## src/rtl/core/bplm_pkg.sv

```systemverilog
`default_nettype none
package bplm_pkg;

    // Input command codes.
    localparam logic [2:0] CMD_TICK    = 3'd0;
    localparam logic [2:0] CMD_SET_ONE = 3'd1;
    localparam logic [2:0] CMD_SET_ALL = 3'd2;
    localparam logic [2:0] CMD_ON      = 3'd3;
    localparam logic [2:0] CMD_OFF     = 3'd4;

    // Matrix geometry.
    localparam int ROWS         = 6;
    localparam int ROW_W        = 3;
    localparam int LEDS_PER_ROW = 4;
    localparam int LED_COUNT    = 24;
    localparam int FWD_ROWS     = 3;

    // Work carried from the read stage into the update stage.
    typedef enum logic [2:0] {
        OP_NONE,
        OP_TICK,
        OP_SET_ONE,
        OP_SET_ALL,
        OP_OFF
    } t_op;

    // Scan sequencer controls, at most one pulse per accepted word.
    typedef struct packed {
        logic tick;
        logic on;
        logic off;
    } t_seq_cmd;

endpackage
`default_nettype wire

```

## src/rtl/core/bplm_row_mem.sv

```systemverilog
`default_nettype none
module bplm_row_mem #(
    parameter int WIDTH = 16
) (
    input  wire logic                       i_clk,
    input  wire logic                       i_rd_en,
    input  wire logic [bplm_pkg::ROW_W-1:0] i_rd_addr,
    output logic      [WIDTH-1:0]           o_rd_data,
    input  wire logic                       i_wr_en,
    input  wire logic [bplm_pkg::ROW_W-1:0] i_wr_addr,
    input  wire logic [WIDTH-1:0]           i_wr_data
);

    // One word per matrix row, holding the plane bits of its four LEDs.
    logic [WIDTH-1:0] r_mem [bplm_pkg::ROWS];
    logic [WIDTH-1:0] r_rd_data;

    always_ff @(posedge i_clk) begin
        if (i_wr_en) begin
            r_mem[i_wr_addr] <= i_wr_data;
        end
    end

    always_ff @(posedge i_clk) begin
        if (i_rd_en) begin
            r_rd_data <= r_mem[i_rd_addr];
        end
    end

    assign o_rd_data = r_rd_data;

endmodule
`default_nettype wire

```

## src/rtl/core/bplm_seq.sv

```systemverilog
`default_nettype none
module bplm_seq #(
    parameter int PLANES = 4,
    parameter int PW     = 2
) (
    input  wire logic                       i_clk,
    input  wire logic                       i_rst_n,
    input  wire bplm_pkg::t_seq_cmd         i_cmd,
    output logic                            o_enabled,
    output logic      [bplm_pkg::ROW_W-1:0] o_row_next,
    output logic      [PW-1:0]              o_plane_next
);

    localparam logic [PLANES:0] SEQ_LEN = (PLANES+1)'((1 << PLANES) - 1);
    localparam logic [bplm_pkg::ROW_W-1:0] LAST_ROW =
        bplm_pkg::ROW_W'(bplm_pkg::ROWS - 1);

    logic                       r_enabled;
    logic [bplm_pkg::ROW_W-1:0] r_row;
    logic [PLANES-1:0]          r_pos;
    logic [bplm_pkg::ROW_W-1:0] n_row;
    logic [PLANES-1:0]          n_pos;
    logic [PLANES:0]            pos_inc;
    logic [PLANES:0]            next_inc;
    logic [PW:0]                tz;
    logic                       found;

    // The row wraps after the last row and then steps the plane sequence.
    always_comb begin
        pos_inc = {1'b0, r_pos} + 1'b1;
        if (r_row == LAST_ROW) begin
            n_row = '0;
            n_pos = (pos_inc >= SEQ_LEN) ? '0 : pos_inc[PLANES-1:0];
        end else begin
            n_row = r_row + 1'b1;
            n_pos = r_pos;
        end
    end

    // Plane shown is PLANES-1 minus the trailing zeros of position+1.
    always_comb begin
        next_inc = {1'b0, n_pos} + 1'b1;
        tz       = '0;
        found    = 1'b0;
        for (int b = 0; b < PLANES; b++) begin
            if (!found) begin
                if (next_inc[b]) begin
                    found = 1'b1;
                end else begin
                    tz = tz + 1'b1;
                end
            end
        end
        if (tz >= (PW+1)'(PLANES)) begin
            o_plane_next = '0;
        end else begin
            o_plane_next = PW'((PW+1)'(PLANES - 1) - tz);
        end
    end

    always_ff @(posedge i_clk) begin
        if (!i_rst_n) begin
            r_enabled <= 1'b0;
            r_row     <= '0;
            r_pos     <= '0;
        end else begin
            if (i_cmd.on) begin
                r_enabled <= 1'b1;
            end else if (i_cmd.off) begin
                r_enabled <= 1'b0;
            end
            if (i_cmd.tick) begin
                r_row <= n_row;
                r_pos <= n_pos;
            end
        end
    end

    assign o_enabled  = r_enabled;
    assign o_row_next = n_row;

endmodule
`default_nettype wire

```

## src/rtl/core/bitplane_led_multiplex_scanner.sv

```systemverilog
`default_nettype none
// Channel   Direction  Handshake                      Words
// s_axis    in         i_s_tvalid / o_s_tready        command, led_index, brightness
// m_axis    out        o_m_tvalid / i_m_tready        latch_byte, direction_byte
// cfg       in         i_cfg_valid / o_cfg_ready      register index, write data
//
// A new word is taken every cycle unless the input stalls: a row read is issued
// when the word is accepted and the modified row is written back in the
// following cycle, so the row memory port pair sets the rate of one word per
// cycle. A result goes through the update stage registers into the output register.
// Reset is synchronous and active low; it needs no clearing pass because every
// row starts marked as holding the shared set-all value.
// The input stalls only while a result waits in the output register and the
// next word in the update stage would produce another one.
module bitplane_led_multiplex_scanner #(
    parameter int PLANES = 4
) (
    input  wire logic        i_clk,
    input  wire logic        i_rst_n,
    // Input words.
    input  wire logic        i_s_tvalid,
    output logic             o_s_tready,
    input  wire logic [15:0] i_s_tdata,   // command[2:0], led_index[7:3], brightness[15:8]
    // Result words.
    output logic             o_m_tvalid,
    input  wire logic        i_m_tready,
    output logic      [15:0] o_m_tdata,   // latch_byte[7:0], direction_byte[15:8]
    // Configuration writes.
    input  wire logic        i_cfg_valid,
    output logic             o_cfg_ready,
    input  wire logic        i_cfg_index,
    input  wire logic        i_cfg_data
);

    localparam int PW = (PLANES > 1) ? $clog2(PLANES) : 1;
    localparam int WW = bplm_pkg::LEDS_PER_ROW * PLANES;
    localparam logic [bplm_pkg::ROW_W-1:0] FWD_ROWS_C = bplm_pkg::ROW_W'(bplm_pkg::FWD_ROWS);
    localparam logic [4:0] LED_COUNT_C = 5'(bplm_pkg::LED_COUNT);
    localparam logic CFG_PIN7_LATCH = 1'b0;
    localparam logic CFG_PIN7_DIR   = 1'b1;

    // Configuration registers; the port never stalls.
    logic r_pin7_lat;
    logic r_pin7_dir;

    assign o_cfg_ready = 1'b1;

    always_ff @(posedge i_clk) begin
        if (!i_rst_n) begin
            r_pin7_lat <= 1'b0;
            r_pin7_dir <= 1'b0;
        end else if (i_cfg_valid) begin
            unique case (i_cfg_index)
                CFG_PIN7_LATCH: r_pin7_lat <= i_cfg_data;
                CFG_PIN7_DIR:   r_pin7_dir <= i_cfg_data;
                default:        r_pin7_lat <= r_pin7_lat;
            endcase
        end
    end

    // ---------------------------------------------------------------
    // Accept stage: decode the word, step the scan sequencer and issue
    // the row read.
    // ---------------------------------------------------------------
    logic [2:0]                 a_cmd;
    logic [4:0]                 a_idx;
    logic [7:0]                 a_bright;
    logic                       accept;
    bplm_pkg::t_op              a_op;
    bplm_pkg::t_seq_cmd         seq_cmd;
    logic                       seq_enabled;
    logic [bplm_pkg::ROW_W-1:0] seq_row_next;
    logic [PW-1:0]              seq_plane_next;
    logic [bplm_pkg::ROW_W-1:0] a_row;
    logic                       b_stall;

    assign a_cmd    = i_s_tdata[2:0];
    assign a_idx    = i_s_tdata[7:3];
    assign a_bright = i_s_tdata[15:8];
    assign accept   = i_s_tvalid && o_s_tready;
    assign o_s_tready = !b_stall;

    always_comb begin
        a_op        = bplm_pkg::OP_NONE;
        seq_cmd     = '0;
        unique case (a_cmd)
            bplm_pkg::CMD_TICK: begin
                // Ticks while scanning is off are dropped.
                if (seq_enabled) begin
                    a_op         = bplm_pkg::OP_TICK;
                    seq_cmd.tick = accept;
                end
            end
            bplm_pkg::CMD_SET_ONE: begin
                if (a_idx < LED_COUNT_C) begin
                    a_op = bplm_pkg::OP_SET_ONE;
                end
            end
            bplm_pkg::CMD_SET_ALL: begin
                a_op = bplm_pkg::OP_SET_ALL;
            end
            bplm_pkg::CMD_ON: begin
                seq_cmd.on = accept;
            end
            bplm_pkg::CMD_OFF: begin
                a_op        = bplm_pkg::OP_OFF;
                seq_cmd.off = accept;
            end
            default: begin
                a_op = bplm_pkg::OP_NONE;
            end
        endcase
        a_row = (a_op == bplm_pkg::OP_TICK) ? seq_row_next : a_idx[4:2];
    end

    bplm_seq #(
        .PLANES (PLANES),
        .PW     (PW)
    ) u_seq (
        .i_clk        (i_clk),
        .i_rst_n      (i_rst_n),
        .i_cmd        (seq_cmd),
        .o_enabled    (seq_enabled),
        .o_row_next   (seq_row_next),
        .o_plane_next (seq_plane_next)
    );

    // ---------------------------------------------------------------
    // Update stage registers.
    // ---------------------------------------------------------------
    bplm_pkg::t_op              r_b_op;
    logic [bplm_pkg::ROW_W-1:0] r_b_row;
    logic [1:0]                 r_b_slot;
    logic [PLANES-1:0]          r_b_bits;
    logic [PW-1:0]              r_b_plane;

    always_ff @(posedge i_clk) begin
        if (!i_rst_n) begin
            r_b_op <= bplm_pkg::OP_NONE;
        end else if (!b_stall) begin
            r_b_op <= accept ? a_op : bplm_pkg::OP_NONE;
        end
    end

    always_ff @(posedge i_clk) begin
        if (!b_stall) begin
            r_b_row   <= a_row;
            r_b_slot  <= a_idx[1:0];
            r_b_bits  <= a_bright[7 -: PLANES];
            r_b_plane <= seq_plane_next;
        end
    end

    // ---------------------------------------------------------------
    // Row memory with set-all overlay and write-back forwarding.
    // A set-all only marks every row stale and keeps the value once; a
    // stale row reads as that value until a single-LED write refreshes it.
    // ---------------------------------------------------------------
    logic [WW-1:0]              mem_q;
    logic                       wr_en;
    logic [WW-1:0]              new_word;
    logic [bplm_pkg::ROWS-1:0]  r_stale;
    logic [PLANES-1:0]          r_glob;
    logic                       r_fwd_valid;
    logic [bplm_pkg::ROW_W-1:0] r_fwd_addr;
    logic [WW-1:0]              r_fwd_data;

    bplm_row_mem #(
        .WIDTH (WW)
    ) u_mem (
        .i_clk     (i_clk),
        .i_rd_en   (accept),
        .i_rd_addr (a_row),
        .o_rd_data (mem_q),
        .i_wr_en   (wr_en),
        .i_wr_addr (r_b_row),
        .i_wr_data (new_word)
    );

    logic                              b_back;
    logic [PLANES-1:0]                 b_glob_bits;
    logic [PLANES-1:0]                 b_set_bits;
    logic [WW-1:0]                     b_word;
    logic [bplm_pkg::LEDS_PER_ROW-1:0] b_cols;
    logic [bplm_pkg::ROW_W-1:0]        b_row_mod;
    logic                              b_res;
    logic [7:0]                        b_latch;
    logic [7:0]                        b_dir;

    always_comb begin
        // Rows 3 to 5 hold the backward LEDs, stored inverted.
        b_back      = (r_b_row >= FWD_ROWS_C);
        b_glob_bits = b_back ? ~r_glob : r_glob;
        b_set_bits  = b_back ? ~r_b_bits : r_b_bits;
        if (r_stale[r_b_row]) begin
            b_word = {bplm_pkg::LEDS_PER_ROW{b_glob_bits}};
        end else if (r_fwd_valid && (r_fwd_addr == r_b_row)) begin
            b_word = r_fwd_data;
        end else begin
            b_word = mem_q;
        end

        new_word = b_word;
        for (int s = 0; s < bplm_pkg::LEDS_PER_ROW; s++) begin
            if (r_b_slot == 2'(s)) begin
                new_word[s*PLANES +: PLANES] = b_set_bits;
            end
        end

        for (int c = 0; c < bplm_pkg::LEDS_PER_ROW; c++) begin
            b_cols[c] = b_word[c*PLANES + int'(r_b_plane)];
        end

        b_row_mod = b_back ? (r_b_row - FWD_ROWS_C) : r_b_row;

        if (r_b_op == bplm_pkg::OP_TICK) begin
            b_latch = {r_pin7_lat, b_cols, {3{b_back}}};
            b_dir   = {r_pin7_dir, 4'b0000, ~(3'b001 << b_row_mod[1:0])};
        end else begin
            // Turn-off: every pin but pin 7 drives low; pin 7 keeps its configured values.
            b_latch = {r_pin7_lat, 7'b0000000};
            b_dir   = {r_pin7_dir, 7'b0000000};
        end

        b_res   = (r_b_op == bplm_pkg::OP_TICK) || (r_b_op == bplm_pkg::OP_OFF);
        wr_en   = (r_b_op == bplm_pkg::OP_SET_ONE);
        b_stall = b_res && o_m_tvalid && !i_m_tready;
    end

    always_ff @(posedge i_clk) begin
        if (!i_rst_n) begin
            r_stale     <= '1;
            r_glob      <= '0;
            r_fwd_valid <= 1'b0;
        end else begin
            if (r_b_op == bplm_pkg::OP_SET_ALL) begin
                r_stale     <= '1;
                r_glob      <= r_b_bits;
                r_fwd_valid <= 1'b0;
            end else if (wr_en) begin
                r_stale[r_b_row] <= 1'b0;
                r_fwd_valid      <= 1'b1;
            end
        end
    end

    always_ff @(posedge i_clk) begin
        if (wr_en) begin
            r_fwd_addr <= r_b_row;
            r_fwd_data <= new_word;
        end
    end

    // ---------------------------------------------------------------
    // Output register.
    // ---------------------------------------------------------------
    logic        r_out_valid;
    logic [15:0] r_out_data;

    always_ff @(posedge i_clk) begin
        if (!i_rst_n) begin
            r_out_valid <= 1'b0;
        end else if (b_res && !b_stall) begin
            r_out_valid <= 1'b1;
        end else if (i_m_tready) begin
            r_out_valid <= 1'b0;
        end
    end

    always_ff @(posedge i_clk) begin
        if (b_res && !b_stall) begin
            r_out_data <= {b_dir, b_latch};
        end
    end

    assign o_m_tvalid = r_out_valid;
    assign o_m_tdata  = r_out_data;

endmodule
`default_nettype wire

```

## config.mk

```make
export PLATFORM = sky130hd
export DESIGN_NAME = bitplane_led_multiplex_scanner
export DESIGN_NICKNAME = d
export VERILOG_FILES = /design/src/rtl/core/bplm_pkg.sv /design/src/rtl/core/bplm_row_mem.sv /design/src/rtl/core/bplm_seq.sv /design/src/rtl/core/bitplane_led_multiplex_scanner.sv
export SDC_FILE = /design/constraint.sdc
export NUM_CORES = 1
export LEC_CHECK = 0
export BUFFER_PORTS_ARGS = -buffer_cell sky130_fd_sc_hd__buf_2
export CORE_ASPECT_RATIO = 2
export CORE_MARGIN = 1
export CORE_UTILIZATION = 65
export CTS_CLUSTER_DIAMETER = 50
export DETAILED_ROUTE_END_ITERATION = 10
export PLACE_DENSITY = 0.84
export SYNTH_ARGS = -nofsm -noshare
export SYNTH_HDL_FRONTEND = slang
export SYNTH_SLANG_ARGS = --single-unit
```

## constraint.sdc

```tcl
create_clock -name i_clk -period 8.4 [get_ports i_clk]
set_input_delay 1.68 -clock i_clk [delete_from_list [all_inputs] [get_ports i_clk]]
set_output_delay 1.68 -clock i_clk [all_outputs]
set_load 0.005 [all_outputs]
```

## After elaboration in Yosys (flattened, before gate mapping)

Memories as Yosys holds them, arrays and structs flattened. A register that Yosys moved wholly into a read port is not among the register bits.
Index checks and enable logic that the tools add are counted.

| storage, ports and cells | value |
|---|---|
| flip-flop bits (word level) | 71 |
| bits in writable memories | 96 |
| word-level logic and storage cells | 132 |
| memories | 1 |

Memory list:

| memory | words | width | rd ports | clocked after memory_dff | wr ports | RTL line | text |
|---|---|---|---|---|---|---|---|
| u_mem.r_mem | 6 | 16 | 1 | 1 | 1 | bplm_row_mem.sv:15 | `logic [WIDTH-1:0] r_mem [bplm_pkg::ROWS];` |

| cells by class | value |
|---|---|
| add/subtract/negate cells | 11 |
| $lt $le $gt $ge | 10 |
| eq/ne operators | 14 |
| shifts and indexed selects | 1 |
| muxes and demuxes | 54 |
| bitwise logic cells | 7 |
| reductions and logical operators | 16 |

Operators by type and width:

| operator | number |
|---|---|
| 16-bit two-way mux | 2 |
| 4-bit two-way mux | 8 |
| 3-bit two-way mux | 9 |
| 1-bit two-way mux | 26 |
| 5-bit less-than comparator, second input constant | 3 |
| 1-bit binary-select mux with 4-bit select | 3 |
| 3-bit by 2-bit == test with 1-bit output, second input constant | 4 |
| 3-bit one-hot mux with 4 select lines | 1 |
| 4-bit by 2-bit adder with 5-bit output, first input constant | 2 |
| 3-bit by 1-bit adder with 3-bit output, second input constant | 3 |
| 3-bit by 1-bit == test with 1-bit output, second input constant | 3 |
| 3-bit == test, second input constant | 3 |
| 4-bit inverter | 2 |
| 6-bit bitwise AND | 1 |
| 1-bit logical AND | 6 |
| 6-bit inverter | 1 |
| 4-bit by 1-bit adder with 5-bit output, second input constant | 1 |
| 5-bit by 4-bit >= comparator with 1-bit output, second input constant | 1 |
| 2-bit by 5-bit less-than comparator with 1-bit output, second input constant | 1 |
| 4-bit by 5-bit less-than comparator with 1-bit output, second input constant | 1 |
| 3-bit by 2-bit adder with 4-bit output, first input constant | 1 |
| 4-bit by 1-bit adder with 4-bit output, second input constant | 1 |
| 2-bit == test, second input constant | 2 |
| 3-bit by 4-bit less-than comparator with 1-bit output, second input constant | 1 |
| 22 further kinds | 27 |

## Depth between registers and ports, before layout

| depth | value |
|---|---|
| word-level depth | 16 |
| depth in mapped cells | 9 |
| depth with buffers taken out | 9 |

## Cells and area by module

Synthesis repeated with hierarchy kept, for this count alone.

| second synthesis, totals | value |
|---|---|
| cell total of the unflattened synthesis | 556 |
| area, all modules | 7,744.9 um^2 |

By module, submodules not included:

| module | times used | cells each | area each (um^2) | seq. area each (um^2) |
|---|---|---|---|---|
| bplm_row_mem | 1 | 215 | 4,247.8 | 3,363.2 |
| bitplane_led_multiplex_scanner | 1 | 276 | 2,909.0 | 1,541.5 |
| bplm_seq | 1 | 65 | 588.1 | 160.2 |

## Worst setup path before layout

Ideal clock, no wire load.

| timing | value |
|---|---|
| kind | input -> output |
| start point | input port i_m_tready |
| end point | output port o_s_tready |
| arrival time | 2.164 ns |
| path slack | 4.556 ns |
| stages | 2 |
| buffers on the path | 0 |
| path through | nor2_1 nand2_1 |

| on the way | value |
|---|---|
| cells in the longest elaborated chain, start to end | 3 |

Ends and longest elaborated chain:

| what | RTL line | text |
|---|---|---|
| from (decl) | bitplane_led_multiplex_scanner.sv:26 | `input wire logic i_m_tready,` |
| 1-bit zero test | bitplane_led_multiplex_scanner.sv:227 | `b_stall = b_res && o_m_tvalid && !i_m_tready;` |
| 1-bit logical AND | bitplane_led_multiplex_scanner.sv:227 |  |
| 1-bit zero test | bitplane_led_multiplex_scanner.sv:81 | `assign o_s_tready = !b_stall;` |
| to (decl) | bitplane_led_multiplex_scanner.sv:22 | `output logic o_s_tready,` |

Every way passes these cells.

## Worst setup path after layout

Ends and elaborated chain as after synthesis.

==> results.md <==
- Hold path cells: 1
- Pwr Total: approximately 2.0 mW
- # rows: 57
- Fin. Hold Viols: 0
- Seq/Total Area, Yosys: 63.4%
- Final setup fails: 0
- Number of nets in the layout: 606
- Average cell area after synthesis: 14.6 um2
- Reg-to-Reg End: r_b_plane[1]$_SDFFCE_PP0N_
- Most frequent cell on the critical path: buf_2
- Setup bufs post-CTS: 0
- Worst path max stage delay: 0.40 ns
- Fin. max-slew vios: 0
- Mux contribution to synthesized area: 14.2%
- Static leakage: 3.30 nW
- Initial antenna violation count: 0
- Seq. cell area: 5060 um2
- Total global routing overflow: 0
- Worst r2r path cells: 9
- Layout cells sized above 1: 23.6%
- R2r setup slk: 5.13 ns
- I/O pin count: 42
- Max-slew headroom: 26.5%
- Top cells by count, synth: 152 x edfxtp_1, 62 x mux2i_1, 44 x nor2_1, 26 x mux2_2, 25 x dfxtp_1
- Clock Latency Late Sink: 0.43 ns
- N_diodes: 0
- Number of library cell types mapped by synthesis: 65
- Largest net degree at the start of global routing: 34
- Setup TNS: 0 ns
- Share of the synthesized area in the top cell type: 57.1%
- Post-synthesis compound-gate area fraction: 9.50%
- Peak supply drop: between 0.2 and 0.25 mV
- Synth top area cells: edfxtp_1 57%, mux2i_1 7.8%, dfxtp_1 6.3%, mux2_2 3.7%, mux2_4 2.1%
- Worst Hold Launch: r_stale[0]$_SDFFE_PP1P_
- First-pass DRT Iterations: 5
- DRT iter0 DRCs: between 400 and 500
- Xor/xnor share of the synthesized area: between 1.5 and 2%
- Cell Pwr Density: 225 nW/um2
- DR WL/cell: 21.8 um
- Logic pwr share: 7.2%
- CP max stage cell: nand2_1
- Async set-or-reset flop fraction in the synthesized netlist: 0%
- Clock sink count: 177
- Syn Inst Count: 549
- CP Data Arrival Time: 2.73 ns
- DR vias: around 4700
- Simple-Gate Fraction of Synth Area: 7.03%
- CP startpoint kind: input port
- HPWL after DPL: 10.2 mm
- Clk slew on worst S/H paths: 0.06 ns
- TritonCTS clock tree: done
- Clock buffer depth: 2
- Root Driver: clkbuf_16
- Initial core utilization: approximately two thirds
- Synth Area in Adders: 0.626%
- Top delay family on crit path: simple AND/OR/NAND/NOR gates
- Die Ht: between 150 and 200 um
- CTS Hold Buffers Added: 0
- Vias per inst: 6.35
- Placed inst area: roughly 8200 um2
- Net Sw Frac: between 20 and 25%
- Full die area: 12800 um2
- Critical Path End Type: primary output
- Post_cts resized: 0
- DR DRC count: 0
- End of the worst hold path: r_stale[0]$_SDFFE_PP1P_
- RR Startpoint: u_seq.r_pos[0]$_SDFFE_PN0P_
- Port buffer count: 32
- Post-synthesis cell area: 7990 um2
- Die width: 80.4 um
- RSZ-0062 raised after global routing: no
- Final ANT Viol Nets: 0
- Clk pwr share: 42.5%
- Routability Congestion: 0.883
- Crit Path Max Fanout: 12
- Max cap viols: 0
- Num CTS Buffers: 17
- Top_reg_cell synth: edfxtp_1
- H-tree depth: 4
- Slew at the pin closest to its max-slew limit: 1.10 ns
- Post-synth EDFFs: 152
- GRT Overall Usage: 27.6%
- Area of the multi-input gates: roughly 2700 um2
- WP buf/inv: 2
- # fillers: 746
- Register share of total power: between 50% and 60%
- Yosys reg bits: 177
- Clk_skew: 0.00986 ns
- Post-Layout Inst Area: between 8000 and 9000 um2
- Core Util, Final: 73.3%
- CP Cell Sequence: buf_2 -> nor2_1 -> nand2_1 -> buf_2
- First-pass GRT wire length: around 25 mm
- Cell-internal power: 1.54 mW
- Final worst path period share: between 50% and 60%
- Largest family of logic cells by synthesized area: multiplexers
- Peak Freq: around 230 MHz
- Routed WL: 16.1 mm
- Hold Crit Class: flip-flop to flip-flop
- Top-count cell post-synth: edfxtp_1
- Yosys top cell by area: edfxtp_1
- Status: finished, final reports clean
- Vias in the first global route: about 4900
- Net switching power figure: 0.444 mW
- Worst path required time: approximately 6.7 ns
- Ys Warns: 0
- Worst Setup Path Type: input port to primary output
- Area Growth Syn to Fin: 10.5%
- Final Critical Period: between 4 and 5 ns
- Core area: 12100 um2
==> placed cells by master, fill, tap and decap left out, drive strengths merged, types with 5 or more instances in the layout <==
cell type	instances
nor2b	5
o21a	9
nand2	19
o211ai	9
nor2	44
nand2b	5
conb	5
nand3	7
a21oi	27
clkbuf	17
xnor2	16
mux2	40
a21o	6
mux2i	63
dfxtp	25
edfxtp	152
a221oi	6
inv	17
buf	37
o21ai	16
==> layer usage <==
metal | share of wire [%] | wire length (um) | vias up | GRT usage [%]
li1 | - | - | 2134 | -
met1 | 37 | 5910 | 2315 | 31.3
met2 | 56 | 8940 | 194 | 48.7
met3 | 4.5 | 723 | 46 | 3.97
met4 | 3.3 | 533 | 0 | 14.3
met5 | 0 | 0 | - | 0
==> power by group through the flow <==
| stage | combinational (mW) | clock, mW | sequential, mW |
|---|---|---|---|
| 6_report | 0.143 | 0.843 | 0.999 |
| 5_1_grt | 0.153 | 0.880 | 1.00 |
| 4_1_cts | 0.142 | 0.843 | 0.999 |
| 3_5_place_dp | 0.140 | 0 | 1.02 |
| 3_3_place_gp | 0.132 | 0 | 1.02 |
| 2_1_floorplan | 0.108 | 0 | 1.01 |
==> worst reg2reg max path: stages (launching register included) <==
cell and delay [ns]:
dfxtp_1 0.49, inv_1 0.17, ha_1 0.41, nor2_1 0.09
o22a_1 0.25, a2111oi_2 0.41, a221oi_1 0.16, a221oi_2 0.31
ha_1 0.28, o41ai_1 0.45
==> flip-flops by register name, indices dropped and copies added (netlist names), 2 cells and up <==
signal / cells
o_m_tdata: 10
u_mem.r_mem: 96
r_b_op: 3
r_fwd_data: 16
r_b_slot: 2
u_seq.r_row: 3
r_b_bits: 4
u_mem.o_rd_data: 16
r_glob: 4
u_seq.r_pos: 4
r_b_plane: 2
r_b_row: 3
r_fwd_addr: 3
r_stale: 6
==> per-stage QoR <==
stage               worst slack, ns  hold slack [ns]  cells
floorplan                      4.56            0.408    552
detailed placement             4.02            0.439    707
finish                         3.99            0.457    739
global placement               4.06            0.416    707
CTS                            4.01            0.456    739
global route                   3.88            0.463    739
==> final cells by class <==
cell class	count	area share (%)
Sequential cell	177	57.3
Multi-Input combinational cell	332	30.6
Clock buffer	17	4.82
Clock inverter	15	2.29
Timing Repair Buffer	37	2.24
Tap cell	147	2.08
Inverter	14	0.595
==> how the worst max path moves through the flow <==
stage            endpoint        from  cells past startpoint  slack (ns)
5_1_grt        o_s_tready  i_m_tready                      4        3.88
4_1_cts        o_s_tready  i_m_tready                      4        4.01
6_report       o_s_tready  i_m_tready                      4        3.99
2_1_floorplan  o_s_tready  i_m_tready                      2        4.56
3_5_place_dp   o_s_tready  i_m_tready                      4        4.02
3_3_place_gp   o_s_tready  i_m_tready                      4        4.06
==> cells by family after synthesis <==
family / count (synthesis)
buffers and inverters: 43
adder cells (fa/ha/maj): 4
AO/OA/AOI/OAI: 97
flip-flops: 177
XOR/XNOR: 16
other: 2
multiplexers: 103
AND/OR/NAND/NOR: 107
Note: power is estimated with default switching activity, not from simulation.
